--- src/sv/smes_pkg.sv ---
// ============================================================================
// smes_pkg: shared types and constants for the SMBus EEPROM sequencer
// Holds the opcode and status codes, bus status codes, sizes and the word
// layouts of the input and result channels.
// ============================================================================
package smes_pkg;

  // Largest data transfer and the transmit buffer geometry.
  localparam int MAX_BYTES = 32;
  localparam int BUF_DEPTH = 32;
  localparam int PTR_W     = 5;
  localparam int CNT_W     = 6;

  // Item opcodes.
  typedef enum logic [1:0] {
    OP_LOAD  = 2'd0,
    OP_START = 2'd1,
    OP_EVENT = 2'd2,
    OP_ABORT = 2'd3
  } op_t;

  // Result status codes.
  typedef enum logic [1:0] {
    ST_OK      = 2'd0,
    ST_FAIL    = 2'd1,
    ST_REFUSED = 2'd2
  } stat_t;

  // Upper nibble of the bus status register.
  localparam logic [3:0] SC_START_SENT = 4'd14;
  localparam logic [3:0] SC_BYTE_SENT  = 4'd12;
  localparam logic [3:0] SC_BYTE_RCVD  = 4'd8;

  // Slaves that take a two-byte word offset.
  localparam logic [7:0] SLAVE_WIDE_A = 8'hA8;
  localparam logic [7:0] SLAVE_WIDE_B = 8'hB8;
  localparam logic [7:0] SLAVE_WIDE_C = 8'h24;

  // Address byte with the R/W bit cleared.
  localparam logic [7:0] ADDR_MASK = 8'hFE;

  typedef struct packed {
    op_t               opcode;
    logic [7:0]        slave_addr;
    logic [15:0]       word_offset;
    logic [CNT_W-1:0]  xfer_length;
    logic              read_req;
    logic [PTR_W-1:0]  buf_index;
    logic [7:0]        buf_byte;
    logic [3:0]        status_code;
    logic              ack_in;
    logic              arb_lost;
    logic [7:0]        rx_data;
  } item_t;

  typedef struct packed {
    logic              tx_valid;
    logic [7:0]        tx_byte;
    logic              start_req;
    logic              stop_req;
    logic              ack_out;
    logic              rx_valid;
    logic [PTR_W-1:0]  rx_index;
    logic [7:0]        rx_byte;
    logic              busy_res;
    stat_t             status;
  } result_t;

  // Handshake between the input stage and the result stage.
  typedef struct packed {
    logic valid;   // input stage holds a word
    logic advance; // result stage can take a new word this cycle
  } stage_ctl_t;

endpackage

--- src/sv/smes_ifs.sv ---
// ============================================================================
// smes_ifs: valid/ready channel interfaces
// Input channel carries one sequencer item per word, the output channel one
// result per word.
// ============================================================================
interface smes_in_if;
  logic            valid;
  logic            ready;
  smes_pkg::item_t data;

  modport source (output valid, output data, input ready);
  modport sink   (input valid, input data, output ready);
endinterface

interface smes_out_if;
  logic              valid;
  logic              ready;
  smes_pkg::result_t data;

  modport source (output valid, output data, input ready);
  modport sink   (input valid, input data, output ready);
endinterface

--- src/sv/smbus_master_eeprom_sequencer.sv ---
// ============================================================================
// smbus_master_eeprom_sequencer: SMBus master sequencer for EEPROM transfers
// Flow: a word waits in the input register, its result in the result register.
// Throughput: one word per cycle while the sink is ready; the input register,
// the state update and the result register form a single-pass pipeline with
// no stall of its own.
// Reset: synchronous, active low; clears all transfer state and both stage
// valid bits. The transmit buffer holds garbage until it is loaded.
// ============================================================================
module smbus_master_eeprom_sequencer (
  input  logic       clk,
  input  logic       rst_n,
  smes_in_if.sink    in_ch,
  smes_out_if.source out_ch
);

  // The input stage holds the next word; the core decodes it against the
  // transfer state and updates that state in the same cycle that the result
  // moves into the output register. The core only steps when the result
  // register has room, so state and results stay in lockstep.

  smes_pkg::stage_ctl_t ctl;
  smes_pkg::item_t      item;
  smes_pkg::result_t    res;
  logic                 fire;
  logic                 advance;

  smes_in_reg u_in_reg (
    .clk     (clk),
    .rst_n   (rst_n),
    .in_ch   (in_ch),
    .advance (advance),
    .ctl     (ctl),
    .item    (item)
  );

  // Every word produces exactly one result, including buffer loads and
  // ignored events, so the result word count always matches the input.
  smes_core u_core (
    .clk   (clk),
    .rst_n (rst_n),
    .ctl   (ctl),
    .item  (item),
    .fire  (fire),
    .res   (res)
  );

  // The result register frees itself whenever the sink takes its word, so
  // back-to-back words flow without bubbles.
  smes_out_reg u_out_reg (
    .clk     (clk),
    .rst_n   (rst_n),
    .fire    (fire),
    .res     (res),
    .advance (advance),
    .out_ch  (out_ch)
  );

endmodule

--- src/sv/smes_in_reg.sv ---
// ============================================================================
// smes_in_reg: input register stage
// Captures one item per cycle and holds it while the result stage stalls.
// ============================================================================
module smes_in_reg (
  input  logic                clk,
  input  logic                rst_n,
  smes_in_if.sink             in_ch,
  input  logic                advance,
  output smes_pkg::stage_ctl_t ctl,
  output smes_pkg::item_t     item
);

  logic            valid_r;
  logic            valid_nxt;
  smes_pkg::item_t item_r;
  logic            in_fire;

  assign in_ch.ready = !valid_r || advance;
  assign in_fire     = in_ch.valid && in_ch.ready;

  always_comb begin
    valid_nxt = valid_r;
    if (in_fire) begin
      valid_nxt = 1'b1;
    end else if (advance) begin
      valid_nxt = 1'b0;
    end
  end

  always_ff @(posedge clk) begin
    if (!rst_n) begin
      valid_r <= 1'b0;
    end else begin
      valid_r <= valid_nxt;
    end
  end

  always_ff @(posedge clk) begin
    if (in_fire) begin
      item_r <= in_ch.data;
    end
  end

  assign ctl.valid   = valid_r;
  assign ctl.advance = advance;
  assign item        = item_r;

endmodule

--- src/sv/smes_core.sv ---
// ============================================================================
// smes_core: transfer state and event decode
// Holds the transfer flags, counters and transmit buffer, and turns the item
// in the input stage into one result and the next state in a single pass.
// ============================================================================
module smes_core (
  input  logic                 clk,
  input  logic                 rst_n,
  input  smes_pkg::stage_ctl_t ctl,
  input  smes_pkg::item_t      item,
  output logic                 fire,
  output smes_pkg::result_t    res
);

  localparam logic [smes_pkg::CNT_W-1:0] MAX_LEN = smes_pkg::CNT_W'(smes_pkg::MAX_BYTES);

  logic busy_r, busy_nxt;
  logic dir_read_r, dir_read_nxt;
  logic send_offset_r, send_offset_nxt;
  logic random_read_r, random_read_nxt;
  logic ack_poll_r, ack_poll_nxt;
  logic pend_restart_r, pend_restart_nxt;
  logic two_byte_r, two_byte_nxt;
  logic [1:0] phase_r, phase_nxt;
  logic [7:0] target_r, target_nxt;
  logic [7:0] off_hi_r, off_hi_nxt;
  logic [7:0] off_lo_r, off_lo_nxt;
  logic [smes_pkg::CNT_W-1:0] count_r, count_nxt;
  logic [smes_pkg::CNT_W-1:0] length_r, length_nxt;
  logic [smes_pkg::PTR_W-1:0] tx_ptr_r, tx_ptr_nxt;
  logic [smes_pkg::PTR_W-1:0] rx_ptr_r, rx_ptr_nxt;

  logic [7:0] tx_buf [smes_pkg::BUF_DEPTH];
  logic [7:0] buf_rd;
  logic [smes_pkg::CNT_W-1:0] count_inc;
  logic [1:0] phase_inc;

  assign fire      = ctl.valid && ctl.advance;
  assign buf_rd    = tx_buf[tx_ptr_r];
  assign count_inc = count_r + 1'b1;
  assign phase_inc = phase_r + 1'b1;

  always_ff @(posedge clk) begin
    if (fire && item.opcode == smes_pkg::OP_LOAD) begin
      tx_buf[item.buf_index] <= item.buf_byte;
    end
  end

  always_comb begin
    busy_nxt         = busy_r;
    dir_read_nxt     = dir_read_r;
    send_offset_nxt  = send_offset_r;
    random_read_nxt  = random_read_r;
    ack_poll_nxt     = ack_poll_r;
    pend_restart_nxt = pend_restart_r;
    two_byte_nxt     = two_byte_r;
    phase_nxt        = phase_r;
    target_nxt       = target_r;
    off_hi_nxt       = off_hi_r;
    off_lo_nxt       = off_lo_r;
    count_nxt        = count_r;
    length_nxt       = length_r;
    tx_ptr_nxt       = tx_ptr_r;
    rx_ptr_nxt       = rx_ptr_r;
    res              = '0;
    res.status       = smes_pkg::ST_OK;

    unique case (item.opcode)
      smes_pkg::OP_LOAD: begin
      end
      smes_pkg::OP_START: begin
        if (busy_r) begin
          res.status = smes_pkg::ST_REFUSED;
        end else begin
          busy_nxt         = 1'b1;
          target_nxt       = item.slave_addr;
          random_read_nxt  = item.read_req;
          ack_poll_nxt     = 1'b1;
          two_byte_nxt     = item.slave_addr == smes_pkg::SLAVE_WIDE_A ||
                             item.slave_addr == smes_pkg::SLAVE_WIDE_B ||
                             item.slave_addr == smes_pkg::SLAVE_WIDE_C;
          off_hi_nxt       = item.word_offset[15:8];
          off_lo_nxt       = item.word_offset[7:0];
          length_nxt       = (item.xfer_length > MAX_LEN) ? MAX_LEN : item.xfer_length;
          dir_read_nxt     = 1'b0;
          send_offset_nxt  = 1'b1;
          pend_restart_nxt = 1'b0;
          phase_nxt        = 2'd0;
          count_nxt        = '0;
          tx_ptr_nxt       = '0;
          rx_ptr_nxt       = '0;
          res.start_req    = 1'b1;
        end
      end
      smes_pkg::OP_ABORT: begin
        busy_nxt         = 1'b0;
        pend_restart_nxt = 1'b0;
        phase_nxt        = 2'd0;
        ack_poll_nxt     = 1'b0;
        res.status       = smes_pkg::ST_FAIL;
      end
      smes_pkg::OP_EVENT: begin
        if (busy_r) begin
          if (item.arb_lost) begin
            busy_nxt         = 1'b0;
            pend_restart_nxt = 1'b0;
            phase_nxt        = 2'd0;
            res.status       = smes_pkg::ST_FAIL;
          end else begin
            case (item.status_code)
              smes_pkg::SC_START_SENT: begin
                res.tx_valid = 1'b1;
                res.tx_byte  = (target_r & smes_pkg::ADDR_MASK) | {7'd0, dir_read_r};
                count_nxt    = '0;
              end
              smes_pkg::SC_BYTE_SENT: begin
                if (!item.ack_in) begin
                  if (ack_poll_r) begin
                    // ACK polling: the slave is still busy writing, so the
                    // whole transfer is replayed from the address byte.
                    dir_read_nxt     = 1'b0;
                    send_offset_nxt  = 1'b1;
                    pend_restart_nxt = 1'b0;
                    phase_nxt        = 2'd0;
                    count_nxt        = '0;
                    tx_ptr_nxt       = '0;
                    rx_ptr_nxt       = '0;
                    res.start_req    = 1'b1;
                  end else begin
                    busy_nxt         = 1'b0;
                    pend_restart_nxt = 1'b0;
                    phase_nxt        = 2'd0;
                    res.status       = smes_pkg::ST_FAIL;
                  end
                end else if (pend_restart_r) begin
                  pend_restart_nxt = 1'b0;
                  res.start_req    = 1'b1;
                end else if (send_offset_r) begin
                  res.tx_valid = 1'b1;
                  if (two_byte_r && phase_inc == 2'd1) begin
                    phase_nxt   = phase_inc;
                    res.tx_byte = off_hi_r;
                  end else begin
                    // Last offset byte: a random read turns around here.
                    phase_nxt       = 2'd0;
                    res.tx_byte     = off_lo_r;
                    send_offset_nxt = 1'b0;
                    if (random_read_r) begin
                      pend_restart_nxt = 1'b1;
                      dir_read_nxt     = 1'b1;
                    end
                  end
                end else if (!dir_read_r) begin
                  if (count_r < length_r) begin
                    res.tx_valid = 1'b1;
                    res.tx_byte  = buf_rd;
                    tx_ptr_nxt   = tx_ptr_r + 1'b1;
                    count_nxt    = count_inc;
                  end else begin
                    res.stop_req = 1'b1;
                    busy_nxt     = 1'b0;
                  end
                end
              end
              smes_pkg::SC_BYTE_RCVD: begin
                count_nxt    = count_inc;
                res.rx_valid = 1'b1;
                res.rx_index = rx_ptr_r;
                res.rx_byte  = item.rx_data;
                if (count_inc < length_r) begin
                  res.ack_out = 1'b1;
                  rx_ptr_nxt  = rx_ptr_r + 1'b1;
                end else begin
                  res.stop_req = 1'b1;
                  busy_nxt     = 1'b0;
                end
              end
              default: begin
                busy_nxt         = 1'b0;
                pend_restart_nxt = 1'b0;
                phase_nxt        = 2'd0;
                res.status       = smes_pkg::ST_FAIL;
              end
            endcase
          end
        end
      end
    endcase

    res.busy_res = busy_nxt;
  end

  always_ff @(posedge clk) begin
    if (!rst_n) begin
      busy_r         <= 1'b0;
      dir_read_r     <= 1'b0;
      send_offset_r  <= 1'b0;
      random_read_r  <= 1'b0;
      ack_poll_r     <= 1'b0;
      pend_restart_r <= 1'b0;
      two_byte_r     <= 1'b0;
      phase_r        <= 2'd0;
      target_r       <= '0;
      off_hi_r       <= '0;
      off_lo_r       <= '0;
      count_r        <= '0;
      length_r       <= '0;
      tx_ptr_r       <= '0;
      rx_ptr_r       <= '0;
    end else if (fire) begin
      busy_r         <= busy_nxt;
      dir_read_r     <= dir_read_nxt;
      send_offset_r  <= send_offset_nxt;
      random_read_r  <= random_read_nxt;
      ack_poll_r     <= ack_poll_nxt;
      pend_restart_r <= pend_restart_nxt;
      two_byte_r     <= two_byte_nxt;
      phase_r        <= phase_nxt;
      target_r       <= target_nxt;
      off_hi_r       <= off_hi_nxt;
      off_lo_r       <= off_lo_nxt;
      count_r        <= count_nxt;
      length_r       <= length_nxt;
      tx_ptr_r       <= tx_ptr_nxt;
      rx_ptr_r       <= rx_ptr_nxt;
    end
  end

  // A refused start must leave the transfer in progress.
  a_refuse_keeps_busy: assert property (@(posedge clk) disable iff (!rst_n)
    (fire && item.opcode == smes_pkg::OP_START && busy_r) |=> busy_r)
    else $error("refused start changed busy state");

  // A timeout abort always frees the bus and ends ACK polling.
  a_abort_frees: assert property (@(posedge clk) disable iff (!rst_n)
    (fire && item.opcode == smes_pkg::OP_ABORT) |=> (!busy_r && !ack_poll_r))
    else $error("abort left the sequencer busy");

  // A stop request always ends the transfer.
  a_stop_ends: assert property (@(posedge clk) disable iff (!rst_n)
    (fire && res.stop_req) |-> !res.busy_res)
    else $error("stop requested while staying busy");

  // A step never both transmits and receives.
  a_tx_rx_excl: assert property (@(posedge clk) disable iff (!rst_n)
    fire |-> !(res.tx_valid && res.rx_valid))
    else $error("tx and rx in one step");

endmodule

--- src/sv/smes_out_reg.sv ---
// ============================================================================
// smes_out_reg: result register
// Holds one finished result until the sink takes it.
// ============================================================================
module smes_out_reg (
  input  logic              clk,
  input  logic              rst_n,
  input  logic              fire,
  input  smes_pkg::result_t res,
  output logic              advance,
  smes_out_if.source        out_ch
);

  logic              valid_r;
  logic              valid_nxt;
  smes_pkg::result_t data_r;

  assign advance = !valid_r || out_ch.ready;

  always_comb begin
    valid_nxt = valid_r;
    if (advance) begin
      valid_nxt = fire;
    end
  end

  always_ff @(posedge clk) begin
    if (!rst_n) begin
      valid_r <= 1'b0;
    end else begin
      valid_r <= valid_nxt;
    end
  end

  always_ff @(posedge clk) begin
    if (fire && advance) begin
      data_r <= res;
    end
  end

  assign out_ch.valid = valid_r;
  assign out_ch.data  = data_r;

endmodule
--- src/flat_wrapper.sv ---
// flat-port wrapper written by rule: the top's interface ports become plain ports
module smbus_master_eeprom_sequencer_flat 
  (clk, rst_n, in_ch_valid, in_ch_data, in_ch_ready, out_ch_valid, out_ch_data, out_ch_ready);
  smes_in_if in_ch_i ();
  smes_out_if out_ch_i ();
  input  logic clk;
  input  logic rst_n;
  input wire logic [$bits(in_ch_i.valid)-1:0] in_ch_valid;
  input wire logic [$bits(in_ch_i.data)-1:0] in_ch_data;
  output wire logic [$bits(in_ch_i.ready)-1:0] in_ch_ready;
  output wire logic [$bits(out_ch_i.valid)-1:0] out_ch_valid;
  output wire logic [$bits(out_ch_i.data)-1:0] out_ch_data;
  input wire logic [$bits(out_ch_i.ready)-1:0] out_ch_ready;
  assign in_ch_i.valid = in_ch_valid;
  assign in_ch_i.data = in_ch_data;
  assign in_ch_ready = in_ch_i.ready;
  assign out_ch_valid = out_ch_i.valid;
  assign out_ch_data = out_ch_i.data;
  assign out_ch_i.ready = out_ch_ready;
  smbus_master_eeprom_sequencer u_core (.clk(clk), .rst_n(rst_n), .in_ch(in_ch_i), .out_ch(out_ch_i));
endmodule
--- config.mk ---
export PLATFORM = sky130hd
export DESIGN_NAME = smbus_master_eeprom_sequencer_flat
export DESIGN_NICKNAME = d
export VERILOG_FILES = /design/src/sv/smes_pkg.sv /design/src/sv/smes_ifs.sv /design/src/sv/smbus_master_eeprom_sequencer.sv /design/src/sv/smes_in_reg.sv /design/src/sv/smes_core.sv /design/src/sv/smes_out_reg.sv /design/src/flat_wrapper.sv
export SDC_FILE = /design/constraint.sdc
export NUM_CORES = 1
export LEC_CHECK = 0
export BUFFER_PORTS_ARGS = -buffer_cell sky130_fd_sc_hd__clkbuf_2
export CORE_MARGIN = 1.5
export CORE_UTILIZATION = 25
export CTS_CLUSTER_SIZE = 14
export DETAILED_ROUTE_END_ITERATION = 10
export GPL_TIMING_DRIVEN = 1
export PLACE_DENSITY = 0.37
export SETUP_SLACK_MARGIN = 0.5
export SLEW_MARGIN = 20
export SYNTH_ARGS = -nofsm -noshare
export SYNTH_HDL_FRONTEND = slang
export SYNTH_SLANG_ARGS = --single-unit
--- constraint.sdc ---
create_clock -name clk -period 4.1 [get_ports clk]
set_input_delay 0 -clock clk [delete_from_list [all_inputs] [get_ports clk]]
set_output_delay 0 -clock clk [all_outputs]
set_load 0.1 [all_outputs]
==> metrics <==
met3 Use GR 0.0229; FMAX roughly 310 MHz; ant diodes 0; die footprint 66,800 µm²; Final Cycle Share 0.779; final setup margin approximately 910 ps; layout cell share with drive strength beyond 1 0.243; Pre-Repair DR Iteration Count 4; row cnt between 90 and 100; First DRT Iteration DRCs 777; hold crit path type in -> reg; Yosys cell types 58; Root Driver clkbuf_16; ys async rst share 0; fin cells roughly 2,100; Top Ports 95; via count 9,189; post-synthesis sequential area ratio 0.710; outcome completed; pre-CTS setup slack between 800 and 900 ps; grt met2 use 0.208; vias in the first global route ~9,500; DRC errors left 0; crit-path max FO 8; initial antenna violation count 0; largest net degree at the start of global routing 61; Post-synth EDFFs 345; synth top area cells edfxtp_1 64%, mux4_2 9.1%, dfxtp_1 7.5%, nand2_1 2.4%, a21boi_0 1.8%; crit path cell chain ha_1, nand3_1, xnor2_1, ha_1, and4_1, o21a_1, o311ai_0, nand3_1, or3_1, a21oi_1; DR WL/cell 20.2 µm; Post-Syn Area per Cell ~16 µm²; unrepaired setup endpoints after global routing false; Port Buffer Count 94; TNS Setup 0 ps; crit-path leading delay family simple AND/OR/NAND/NOR gates; power per cell area ~470 nW/µm²; met1 Use GR 0.174; chip width 258 µm; Layout Nets about 1,300; syn_nets between 1,000 and 1,500; WP data arrival about 3700 ps; Hold Violations, Final 0; max_cap viols 0; TritonCTS clock tree yes; Synth area leader edfxtp_1; CTS Buf Count between 40 and 50; leakage power roughly 6.6 nW; mapped cell area roughly 16,000 µm²; count of pins over their slew limit 0; synth warn 0; gr busiest metal met2; data required time of the worst path 4610 ps; Clock Latency Late Sink ~600 ps; slew margin rel. 0.278; Slowest cell on crit path o311ai_0; skew final approximately 33 ps; Final ANT Viol Nets 0; CTS Buffer Depth 3; GRT overflow 0; Worst-path clk slew roughly 60 ps; die height between 200 and 300 µm; Initial Util 0.253; Final Setup Violations 0; wirelength, routed approximately 43,000 µm; via density per instance approximately 4.4; CP Capture Type register; Tot GR Track Use 0.128; Clock Sink Count ~410; Placed Cells a little under 2,000; synthesis-to-layout area growth 24.8%; kind of critical path reg -> reg; Worst Path Buf+Inv 0; post-synth top area share 0.635; Startpoint Class register; Main synth FF type edfxtp_1; CTS H-tree lvls 2; Final min period ~3200 ps; Worst-Margin Slew around 1100 ps; Post-Synthesis Cells ~1,000; GP Congestion around 0.73; DP HPWL 27,600 µm; Core Box Area ~64,000 µm²; post_cts resized 0; Peak VDD IR 0.247 mV; Fill cells 6,352; global-route wire length before repair ~64,000 µm; slowest stage delay, CP 570 ps; Yosys reg bits slightly above 400
==> cell type report <==
type	count	area [µm²]	area share
clock buffers	56	1230	0.0605
inverters	14	52.6	0.00258
well taps	855	1070	0.0525
flip-flops and latches	406	11600	0.569
multi-input cells	531	4440	0.218
clock inverters	33	470	0.0231
repair buffers	208	1510	0.0742
==> synthesized netlist by cell type, types with 3 or more instances <==
library cell  instances
buf_1                 4
mux4_1                6
o21bai_1              3
xnor2_1               6
buf_2                 9
mux4_2               66
o21ai_0               9
nand3_1              20
nor4_1                3
nor2_1               54
nor3b_1               5
a31oi_1               9
o31ai_1               3
a21oi_1              29
a21boi_0             40
a22oi_1               6
dfxtp_1              61
o21a_1                6
nand3b_1              8
ha_1                 19
nor3_1               12
inv_1                14
and2_1               19
and3_1                5
mux2i_1              17
buf_4                 7
edfxtp_1            345
nor2b_1              15
or2_2                 4
nand2_1             103
a211oi_1             13
nand2b_1             16
or3_1                 4
xor2_1                3
clkbuf_1             29
==> state kept, by name, indices dropped and copies added, names as in the netlist, named ones only <==
| register | count |
|---|---|
| u_core.u_core.ack_poll_r | 1 |
| u_core.u_core.dir_read_r | 1 |
| u_core.u_in_reg.item | 60 |
| u_core.u_core.tx_buf | 256 |
| u_core.u_core.rx_ptr_r | 5 |
| u_core.u_core.tx_ptr_r | 5 |
| u_core.u_core.count_r | 6 |
| u_core.u_core.pend_restart_r | 1 |
| u_core.u_core.random_read_r | 1 |
| u_core.u_core.off_lo_r | 8 |
| u_core.u_in_reg.valid_r | 1 |
| u_core.u_core.two_byte_r | 1 |
| u_core.u_core.off_hi_r | 8 |
| u_core.u_core.target_r | 7 |
| u_core.u_core.busy_r | 1 |
| u_core.u_core.length_r | 6 |
| u_core.u_core.phase_r | 2 |
| u_core.u_out_reg.out_ch.data | 29 |
| u_core.u_core.send_offset_r | 1 |
| u_core.u_out_reg.out_ch.valid | 1 |
==> worst paths after layout <==
| check | from | endpoint | slack [ps] | cells after the start |
|---|---|---|---|---|
| max | u_core.u_core.count_r[0]$_SDFFE_PN0P_ | u_core.u_core.rx_ptr_r[4]$_SDFFE_PN0P_ | 910 | 10 |
| min | in_ch_data[18] | u_core.u_in_reg.item[18]$_DFFE_PP_ | 120 | 2 |
| max reg2reg | u_core.u_core.count_r[0]$_SDFFE_PN0P_ | u_core.u_core.rx_ptr_r[4]$_SDFFE_PN0P_ | 910 | 10 |
| min reg2reg | u_core.u_core.length_r[5]$_SDFFE_PN0P_ | u_core.u_core.length_r[5]$_SDFFE_PN0P_ | 460 | 2 |
==> per-layer routing <==
| layer | share of wire | vias to the layer above |
|---|---|---|
| met5 | 0 | - |
| met4 | 0.026 | 0 |
| met3 | 0.034 | 57 |
| met2 | 0.47 | 151 |
| met1 | 0.47 | 4692 |
| li1 | - | 4289 |
==> report_power, final <==
group	leakage, nW	switching [mW]	internal (mW)
clock	0.838	1.75	2.85
combinational	2.15	0.256	0.133
sequential	3.66	0.0524	4.54
total	6.65	2.06	7.53
==> through the flow <==
step / util / hold slack [ps] / instance area, µm² / power (mW)
after floorplan: - / 98.9 / 16300 / 4.88
after global placement: 0.279 / 179 / 18000 / 5.03
after detailed placement: 0.279 / 179 / 18000 / 5.03
after CTS: 0.316 / 78.0 / 20300 / 9.76
after global routing: 0.316 / 86.6 / 20400 / 9.95
final: 0.316 / 117 / 20400 / 9.59
==> cell families after synthesis <==
logic type | after synthesis | synth area share
AOI/OAI and AO/OA | 138 | 0.0587
DFF | 406 | 0.710
muxes | 91 | 0.113
buffers and inverters | 66 | 0.0185
and+or+nand+nor | 274 | 0.0807
adders and majority gates | 19 | 0.0146
xor gates and xnor gates | 9 | 0.00483
==> layout by cell type, fill, tap and decap left out, types with 17 or more instances in the layout <==
| cell | n |
|---|---|
| nor2_1 | 53 |
| dlygate4sd3_1 | 64 |
| nand3_1 | 20 |
| dfxtp_1 | 57 |
| mux2i_1 | 17 |
| clkbuf_2 | 94 |
| mux4_2 | 66 |
| buf_4 | 47 |
| a21boi_0 | 40 |
| ha_1 | 19 |
| edfxtp_1 | 345 |
| nand2_1 | 103 |
| a21oi_1 | 29 |
| and2_1 | 18 |
| clkbuf_16 | 48 |
==> worst reg2reg max path, delay by kind of cell (launching register included) <==
| family | cells | cell delay (ps) |
|---|---|---|
| adders and majority gates | 2 | 530 |
| xor gates and xnor gates | 1 | 220 |
| AOI/OAI and AO/OA | 3 | 830 |
| and+or+nand+nor | 4 | 1130 |
| DFF | 1 | 410 |
==> what timing repair did <==
item	4_1_cts	5_1_grt
hold endpoints to repair	64	0
buffers inserted	0	0
hold buffers	64	0
No activity file was read; power rests on OpenSTA's default activity.
